`src/rtl/smou_pkg.sv`:
```
package smou_pkg;

  localparam int WORD_W      = 64;
  localparam int STACK_DEPTH = 16;
  localparam int IDX_W       = $clog2(STACK_DEPTH);
  localparam int SP_W        = $clog2(STACK_DEPTH + 1);
  localparam int CMD_W       = 3;
  localparam int STATUS_W    = 2;
  localparam int CNT_W       = $clog2(WORD_W);

  localparam logic [CMD_W-1:0] CMD_PUSH = 3'd0;
  localparam logic [CMD_W-1:0] CMD_POP  = 3'd1;
  localparam logic [CMD_W-1:0] CMD_ADD  = 3'd2;
  localparam logic [CMD_W-1:0] CMD_SUB  = 3'd3;
  localparam logic [CMD_W-1:0] CMD_MUL  = 3'd4;
  localparam logic [CMD_W-1:0] CMD_DIV  = 3'd5;

  localparam logic [STATUS_W-1:0] ST_OK        = 2'd0;
  localparam logic [STATUS_W-1:0] ST_UNDERFLOW = 2'd1;
  localparam logic [STATUS_W-1:0] ST_OVERFLOW  = 2'd2;
  localparam logic [STATUS_W-1:0] ST_DIVZERO   = 2'd3;

  typedef enum logic [1:0] {
    ALU_ADD,
    ALU_SUB,
    ALU_MUL,
    ALU_DIV
  } alu_op_t;

  typedef struct packed {
    logic    go;
    alu_op_t op;
  } alu_req_t;

  typedef struct packed {
    logic              done;
    logic [WORD_W-1:0] result;
  } alu_rsp_t;

endpackage

```
`src/rtl/stack_machine_operand_unit.sv`:
```
// Channel   Ports                                   Handshake
// command   start, cmd, immediate                   taken when start & !busy
// result    done, top_value, stack_depth, status    one-cycle strobe on done
//
// Push, pop and error cases pass through S_RDA, S_RDB and S_DECIDE to the done strobe.
// Arithmetic commands then wait in S_WAIT for the ALU; multiply and divide iterate
// through the shared 65-bit adder (shift-add or restoring division).
// busy stays high from acceptance until the done cycle, when a new
// command may be taken. Synchronous reset empties the stack.
// done cannot be held off and is high for that one cycle only; the outputs hold until the next command updates them.
module stack_machine_operand_unit (
  input  logic                          clk,
  input  logic                          rst,
  input  logic                          start,
  input  logic [smou_pkg::CMD_W-1:0]    cmd,
  input  logic [smou_pkg::WORD_W-1:0]   immediate,
  output logic                          busy,
  output logic                          done,
  output logic [smou_pkg::WORD_W-1:0]   top_value,
  output logic [smou_pkg::SP_W-1:0]     stack_depth,
  output logic [smou_pkg::STATUS_W-1:0] status
);

  localparam int W = smou_pkg::WORD_W;

  typedef enum logic [2:0] {
    S_IDLE,
    S_RDA,
    S_RDB,
    S_DECIDE,
    S_WAIT
  } state_t;

  state_t                       state;
  logic [smou_pkg::SP_W-1:0]    sp;
  logic [smou_pkg::CMD_W-1:0]   cmd_r;
  logic [W-1:0]                 imm_r;
  logic [W-1:0]                 a_r;

  logic [smou_pkg::IDX_W-1:0]   sp_idx;
  logic [smou_pkg::IDX_W-1:0]   sp_m1;
  logic [smou_pkg::IDX_W-1:0]   sp_m2;
  logic                         is_full;
  logic                         has1;
  logic                         has2;
  logic                         is_arith;

  logic                         wr_en;
  logic [smou_pkg::IDX_W-1:0]   wr_addr;
  logic [W-1:0]                 wr_data;
  logic [smou_pkg::IDX_W-1:0]   rd_addr;
  logic [W-1:0]                 rd_data;

  smou_pkg::alu_req_t           alu_req;
  smou_pkg::alu_rsp_t           alu_rsp;

  assign sp_idx   = sp[smou_pkg::IDX_W-1:0];
  assign sp_m1    = sp_idx - 1'b1;
  assign sp_m2    = sp_idx - smou_pkg::IDX_W'(2);
  assign is_full  = sp >= smou_pkg::SP_W'(smou_pkg::STACK_DEPTH);
  assign has1     = sp != '0;
  assign has2     = sp >= smou_pkg::SP_W'(2);
  assign is_arith = (cmd_r == smou_pkg::CMD_ADD) || (cmd_r == smou_pkg::CMD_SUB) ||
                    (cmd_r == smou_pkg::CMD_MUL) || (cmd_r == smou_pkg::CMD_DIV);

  assign busy        = state != S_IDLE;
  assign stack_depth = sp;

  // rd_data holds the top entry in S_RDB and the next entry in S_DECIDE
  assign rd_addr = (state == S_RDA) ? sp_m1 : sp_m2;

  always_comb begin
    wr_en   = 1'b0;
    wr_addr = sp_idx;
    wr_data = imm_r;
    if (state == S_DECIDE && cmd_r == smou_pkg::CMD_PUSH && !is_full) begin
      wr_en = 1'b1;
    end else if (state == S_WAIT && alu_rsp.done) begin
      wr_en   = 1'b1;
      wr_addr = sp_m2;
      wr_data = alu_rsp.result;
    end
  end

  always_comb begin
    case (cmd_r)
      smou_pkg::CMD_SUB: alu_req.op = smou_pkg::ALU_SUB;
      smou_pkg::CMD_MUL: alu_req.op = smou_pkg::ALU_MUL;
      smou_pkg::CMD_DIV: alu_req.op = smou_pkg::ALU_DIV;
      default:           alu_req.op = smou_pkg::ALU_ADD;
    endcase
    alu_req.go = (state == S_DECIDE) && is_arith && has2 &&
                 !(cmd_r == smou_pkg::CMD_DIV && rd_data == '0);
  end

  smou_stack u_stack (
    .clk     (clk),
    .wr_en   (wr_en),
    .wr_addr (wr_addr),
    .wr_data (wr_data),
    .rd_addr (rd_addr),
    .rd_data (rd_data)
  );

  smou_alu u_alu (
    .clk (clk),
    .rst (rst),
    .req (alu_req),
    .a   (a_r),
    .b   (rd_data),
    .rsp (alu_rsp)
  );

  always_ff @(posedge clk) begin
    if (rst) begin
      state <= S_IDLE;
      sp    <= '0;
      done  <= 1'b0;
    end else begin
      done <= 1'b0;
      case (state)
        S_IDLE: begin
          if (start) begin
            cmd_r <= cmd;
            imm_r <= immediate;
            state <= S_RDA;
          end
        end
        S_RDA: state <= S_RDB;
        S_RDB: begin
          a_r   <= rd_data;
          state <= S_DECIDE;
        end
        S_DECIDE: begin
          status    <= smou_pkg::ST_OK;
          top_value <= has1 ? a_r : '0;
          done      <= 1'b1;
          state     <= S_IDLE;
          case (cmd_r)
            smou_pkg::CMD_PUSH: begin
              if (is_full) begin
                status <= smou_pkg::ST_OVERFLOW;
              end else begin
                sp        <= sp + 1'b1;
                top_value <= imm_r;
              end
            end
            smou_pkg::CMD_POP: begin
              if (!has1) begin
                status <= smou_pkg::ST_UNDERFLOW;
              end else begin
                sp        <= sp - 1'b1;
                top_value <= has2 ? rd_data : '0;
              end
            end
            smou_pkg::CMD_ADD, smou_pkg::CMD_SUB, smou_pkg::CMD_MUL, smou_pkg::CMD_DIV: begin
              if (!has2) begin
                status <= smou_pkg::ST_UNDERFLOW;
              end else if (cmd_r == smou_pkg::CMD_DIV && rd_data == '0) begin
                status <= smou_pkg::ST_DIVZERO;
              end else begin
                done  <= 1'b0;
                state <= S_WAIT;
              end
            end
            default: status <= smou_pkg::ST_OK;
          endcase
        end
        S_WAIT: begin
          if (alu_rsp.done) begin
            sp        <= sp - 1'b1;
            top_value <= alu_rsp.result;
            status    <= smou_pkg::ST_OK;
            done      <= 1'b1;
            state     <= S_IDLE;
          end
        end
        default: state <= S_IDLE;
      endcase
    end
  end

endmodule

```
`src/rtl/smou_stack.sv`:
```
module smou_stack (
  input  logic                       clk,
  input  logic                       wr_en,
  input  logic [smou_pkg::IDX_W-1:0] wr_addr,
  input  logic [smou_pkg::WORD_W-1:0] wr_data,
  input  logic [smou_pkg::IDX_W-1:0] rd_addr,
  output logic [smou_pkg::WORD_W-1:0] rd_data
);

  logic [smou_pkg::WORD_W-1:0] mem [smou_pkg::STACK_DEPTH];

  always_ff @(posedge clk) begin
    if (wr_en) begin
      mem[wr_addr] <= wr_data;
    end
    rd_data <= mem[rd_addr];
  end

endmodule

```
`src/rtl/smou_alu.sv`:
```
module smou_alu (
  input  logic                        clk,
  input  logic                        rst,
  input  smou_pkg::alu_req_t          req,
  input  logic [smou_pkg::WORD_W-1:0] a,
  input  logic [smou_pkg::WORD_W-1:0] b,
  output smou_pkg::alu_rsp_t          rsp
);

  localparam int W = smou_pkg::WORD_W;

  typedef enum logic {
    A_IDLE,
    A_RUN
  } state_t;

  state_t                     state;
  smou_pkg::alu_op_t          op_r;
  logic [W-1:0]               acc;
  logic [W-1:0]               opd;
  logic [W-1:0]               shreg;
  logic [smou_pkg::CNT_W-1:0] cnt;

  // shared 65-bit add/subtract
  logic [W:0]   x;
  logic [W:0]   y;
  logic         sub;
  logic [W+1:0] sum;
  logic         cout;
  logic [W-1:0] s;

  always_comb begin
    x   = {1'b0, acc};
    y   = {1'b0, opd};
    sub = 1'b0;
    case (op_r)
      smou_pkg::ALU_SUB: sub = 1'b1;
      smou_pkg::ALU_DIV: begin
        x   = {acc, shreg[W-1]};
        sub = 1'b1;
      end
      default: sub = 1'b0;
    endcase
    sum  = {1'b0, x} + {1'b0, y ^ {(W + 1){sub}}} + (W + 2)'(sub);
    cout = sum[W+1];
    s    = sum[W-1:0];
  end

  always_ff @(posedge clk) begin
    if (rst) begin
      state    <= A_IDLE;
      rsp.done <= 1'b0;
    end else begin
      rsp.done <= 1'b0;
      case (state)
        A_IDLE: begin
          if (req.go) begin
            op_r <= req.op;
            cnt  <= smou_pkg::CNT_W'(W - 1);
            case (req.op)
              smou_pkg::ALU_MUL: begin
                acc   <= '0;
                opd   <= a;
                shreg <= b;
              end
              smou_pkg::ALU_DIV: begin
                acc   <= '0;
                opd   <= b;
                shreg <= a;
              end
              default: begin
                acc   <= a;
                opd   <= b;
                shreg <= '0;
              end
            endcase
            state <= A_RUN;
          end
        end
        A_RUN: begin
          case (op_r)
            smou_pkg::ALU_MUL: begin
              if (shreg[0]) begin
                acc <= s;
              end
              opd   <= opd << 1;
              shreg <= shreg >> 1;
              cnt   <= cnt - 1'b1;
              if (cnt == '0) begin
                rsp.result <= shreg[0] ? s : acc;
                rsp.done   <= 1'b1;
                state      <= A_IDLE;
              end
            end
            smou_pkg::ALU_DIV: begin
              acc   <= cout ? s : x[W-1:0];
              shreg <= {shreg[W-2:0], cout};
              cnt   <= cnt - 1'b1;
              if (cnt == '0) begin
                rsp.result <= {shreg[W-2:0], cout};
                rsp.done   <= 1'b1;
                state      <= A_IDLE;
              end
            end
            default: begin
              rsp.result <= s;
              rsp.done   <= 1'b1;
              state      <= A_IDLE;
            end
          endcase
        end
        default: state <= A_IDLE;
      endcase
    end
  end

endmodule
```
`config.mk`:
```
export PLATFORM = sky130hd
export DESIGN_NAME = stack_machine_operand_unit
export DESIGN_NICKNAME = d
export VERILOG_FILES = /design/src/rtl/smou_pkg.sv /design/src/rtl/stack_machine_operand_unit.sv /design/src/rtl/smou_stack.sv /design/src/rtl/smou_alu.sv
export SDC_FILE = /design/constraint.sdc
export NUM_CORES = 2
export LEC_CHECK = 0
export BUFFER_PORTS_ARGS = -buffer_cell sky130_fd_sc_hd__buf_2
export CAP_MARGIN = 10
export CELL_PAD_IN_SITES_DETAIL_PLACEMENT = 0
export CELL_PAD_IN_SITES_GLOBAL_PLACEMENT = 2
export CORE_ASPECT_RATIO = 1.5
export CORE_UTILIZATION = 50
export CTS_CLUSTER_DIAMETER = 120
export CTS_CLUSTER_SIZE = 12
export DETAILED_ROUTE_END_ITERATION = 10
export PLACE_DENSITY = 0.95
export SETUP_SLACK_MARGIN = 0.1
export SLEW_MARGIN = 20
export SYNTH_ARGS = -nofsm -noshare
export SYNTH_HDL_FRONTEND = slang
export SYNTH_SLANG_ARGS = --single-unit
```
`constraint.sdc`:
```
create_clock -name clk -period 14.9 [get_ports clk]
set_clock_uncertainty 0.05 [all_clocks]
set_input_delay 2.98 -clock clk [delete_from_list [all_inputs] [get_ports clk]]
set_output_delay 2.98 -clock clk [all_outputs]
set_load 0.1 [all_outputs]
```
==> results.md <==
• sky130_fd_sc_hd__edfxtp_1 — dominant synthesized flop cell
• 1560 — number of sinks on the clock net
• sky130_fd_sc_hd__clkbuf_16 — Root Buffer
• 1.362% — Synth Area in Adders
• 319100 µm — wire length of the first global-routing pass
• 14.65 µm² — average footprint of a synthesized cell
• 33.31 µm — average wire per standard cell
• 1485 x sky130_fd_sc_hd__edfxtp_1, 916 x sky130_fd_sc_hd__nand2_1, 320 x sky130_fd_sc_hd__mux4_2 — most frequent cells after synthesis
• 0 — post-cts hold buffer count
• 79 — Unique masters post-synth
• 12.27% — post-synthesis mux area share
• 1485 — number of synthesized flops with an enable pin
• 1560 — number of flip-flops and latches in the synthesized netlist
• 0 — hold violation total from the final report
• 4883 — post-synthesis net count
• buf_4 > clkinv_1 > nor2_4 > buf_4 > buf_4 > nand2_1 > nand2_1 > ha_1 > and3_1 > nand2_1 > or2_1 > a2111oi_0 > nor2b_1 > a311o_1 > nand2_2 > buf_4 > mux2i_1 > nand2_1 > a32o_1 — cells along the critical path
• 2.042 mW — reported net switching power
• 0 — CTS resizes
• 0% — asr flop ratio synth
• 0 — number of setup violations in the final report
• no — unrepaired setup endpoints after global routing
• 6.907 ns — minimum clock period
• 31.69% — total routing resource utilization after global routing
• 66.39% — sequential share of the synthesized area
• 136 — largest net degree at the start of global routing
• 222700 µm — total wire length
• a_r[9] — terminating pin of the worst hold path
• 10.25% — area growth from synthesis to layout
• 6.752 — number of vias per cell after detailed routing
• 4738 — Syn Inst Count
• 45140 — via count
• flip-flop to flip-flop — Hold Path Class
• 136400 µm — placed wire-length estimate after detailed placement
• 1.087 ns — transition time of the tightest slew-check pin
• 0 — count of final max-slew check failures
• 6432 — number of instances in the placed design
• u_alu.op_r[1] — startpoint of the lowest-slack register-to-register path
• 0 — instance count along the most critical hold path
• 7.118% — share of synthesized cell area in and, or, nand and nor gates
• 0 ns — final setup TNS
• 0 — post-CTS setup buffers
• 55.0% — sequential group share of total power
• 6686 — count of non-filler cells in the finished layout
• 19 — Worst R2R Path Depth
• 6.937 mW — internal power
• 144.8 MHz — achievable clock frequency
• 9.036% — Synth Area in Compound Gates
• 0 — Antenna Violating Nets Remaining
• 25.89 nW — leakage power summed over all cells
• finished clean — outcome
• done — CTS tree
• 75 — largest fanout on the critical path
• 0 — total of warnings raised by yosys
• 5.6% — share of total power in combinational logic
• 142 — count of input and output buffers
• 0.9776 — RD Place Congestion
• 3 — maximum root-to-sink buffer count
• flip-flop to flip-flop — Setup CP Type
• 50.35% — starting utilization of the core area
• 167 — number of placement rows
• 140400 µm² — area of the die
• 143 — count of boundary I/O pins
• sky130_fd_sc_hd__edfxtp_1 — post-synth top area cell
• 0.82 ns — Worst-Skew Late Latency
• 306.3 µm — Die Span X
• 117.3 nW/µm² — power density over the cells
• 10 — first-pass iteration count of the detailed router
• 4 — Clock H-tree levels
• 69430 µm² — mapped cell area
• 45020 — number of global-route vias before repair
• sky130_fd_sc_hd__buf_4 — crit path max-delay cell type
• 0.09493 mV — maximum resistive drop on vdd
• 4953 — layout net count
• 64.23% — top cell type's share of synthesized area
• sky130_fd_sc_hd__edfxtp_1 — most numerous cell in the Yosys netlist
• 46.35% — Tcrit/Tclk final
• 7.38 ns — CP arrival
• 16.08% — share of layout cells above drive strength 1
• 17 — antenna violations before repair
• u_alu.acc[31] — endpoint of the most critical register-to-register path
• 6895 — DR iter-0 viols
• 22.75% — Sw Share
• 0 — Max Cap Violations
• 1.728% — Synth Area in XOR/XNOR
• sky130_fd_sc_hd__edfxtp_1 64%, sky130_fd_sc_hd__mux4_2 10%, sky130_fd_sc_hd__nand2_1 5.0% — most area-consuming cells after synthesis
• flip-flop — startpoint types
• 458.4 µm — height of the chip
• 8.979 mW — power after layout
• 137900 µm² — core area
• 0 — total global routing overflow
• 26.93% — Max transition margin
• flip-flop — Worst setup EP type
• 7.99 ns — worst setup slack for register-to-register paths
• 0.07 ns — clock-pin transition on the worst setup and hold timing paths
• 0 — number of remaining DRC errors
• 15.37 ns — data required time at the worst endpoint
• 147 — clock buffer count from CTS
• 39.5% — clock power share
• multiplexers — main combinational cell family by area after synthesis
• 0.84 ns — slowest stage delay, CP
• u_stack.rd_data[9] — startpoint of the most critical hold path
cell families after synthesis:
kind of cell / count (synthesis)
flip-flops: 1560
AND/OR/NAND/NOR: 1205
AO/OA/AOI/OAI: 937
multiplexers: 451
buffers and inverters: 373
XOR/XNOR: 137
adder cells (fa/ha/maj): 75
power by group through the flow:
stage | Sequential (mW) | Combinational, mW | Clock, mW
floorplan | 4.98 | 0.346 | 0
global placement | 5.02 | 0.480 | 0
detailed placement | 5.02 | 0.491 | 0
CTS | 4.93 | 0.499 | 3.57
global route | 4.93 | 0.530 | 3.71
finish | 4.93 | 0.499 | 3.55
stage by stage:
stage               area [µm²]  setup slack [ns]  utilization [%]  hold slack (ns)
global route             76540             7.643            55.50           0.4870
CTS                      76490             8.108            55.47           0.4714
finish                   76540             7.993            55.50           0.4697
detailed placement       72210             8.134            52.36           0.4691
floorplan                69430             4.533                -           0.4227
global placement         72210             8.182            52.36           0.4627
routing by layer:
metal | track usage, % | wire, µm | vias up
met5 | 0 | 49 | -
met4 | 15.71 | 11360 | 8
met3 | 5.679 | 22710 | 639
met2 | 52.06 | 108600 | 3155
met1 | 40.60 | 79960 | 22760
li1 | - | - | 18580
cell usage in the layout, fill, tap and decap left out, types with 23 or more instances in the layout:
master and n:
sky130_fd_sc_hd__a21o_1 48, sky130_fd_sc_hd__a21oi_1 208, sky130_fd_sc_hd__a222oi_1 90, sky130_fd_sc_hd__a22oi_1 80, sky130_fd_sc_hd__buf_2 142, sky130_fd_sc_hd__buf_4 86
sky130_fd_sc_hd__clkbuf_1 89, sky130_fd_sc_hd__clkbuf_16 149, sky130_fd_sc_hd__dfxtp_1 74, sky130_fd_sc_hd__edfxtp_1 1485, sky130_fd_sc_hd__ha_1 73, sky130_fd_sc_hd__inv_1 59
sky130_fd_sc_hd__mux2i_1 130, sky130_fd_sc_hd__mux4_2 320, sky130_fd_sc_hd__nand2_1 909, sky130_fd_sc_hd__nand3_1 23, sky130_fd_sc_hd__nand4_1 29, sky130_fd_sc_hd__nor2_1 95
sky130_fd_sc_hd__o21ai_0 236, sky130_fd_sc_hd__o221ai_1 29, sky130_fd_sc_hd__o31ai_1 68, sky130_fd_sc_hd__xnor2_1 49, sky130_fd_sc_hd__xor2_1 86
worst max-delay path: cells and delay by family, from the launching register on:
kind / cells / cell delay (ns)
AO/OA/AOI/OAI: 3 / 1.06
adder cells (fa/ha/maj): 1 / 0.27
buffers and inverters: 5 / 2.84
flip-flops: 1 / 0.33
multiplexers: 1 / 0.26
AND/OR/NAND/NOR: 9 / 1.69
cell type report:
| cell class | instances | area [µm²] |
|---|---|---|
| fillers | 10640 | 61360 |
| flip-flops and latches | 1560 | 46100 |
| multi-input cells | 2805 | 22230 |
| clock buffers | 238 | 4063 |
| well taps | 1774 | 2220 |
| repair buffers | 234 | 1484 |
| inverters | 60 | 225.2 |
| clock inverters | 11 | 220.2 |
| diodes | 4 | 10.01 |
sequential cells by signal, indices dropped and copies added (netlist names), 5 cells and up:
signal	cells
u_alu.opd	64
u_alu.rsp	65
u_alu.acc	64
u_stack.mem	1024
top_value	64
imm_r	64
u_stack.rd_data	64
u_alu.cnt	6
a_r	64
stack_depth	5
u_alu.shreg	64
how the worst max path moves through the flow:
stage / from / to / slack (ns) / depth (start not counted)
after floorplan: rst / u_alu.acc[0] / 4.53 / 2
after global placement: u_alu.op_r[0] / u_alu.acc[31] / 8.18 / 19
after detailed placement: u_alu.op_r[0] / u_alu.acc[31] / 8.13 / 19
after CTS: u_alu.op_r[0] / u_alu.acc[31] / 8.11 / 19
after global routing: u_alu.op_r[0] / u_alu.acc[31] / 7.64 / 19
final: u_alu.op_r[1] / u_alu.acc[31] / 7.99 / 19
(Power assumes the default switching activity.)
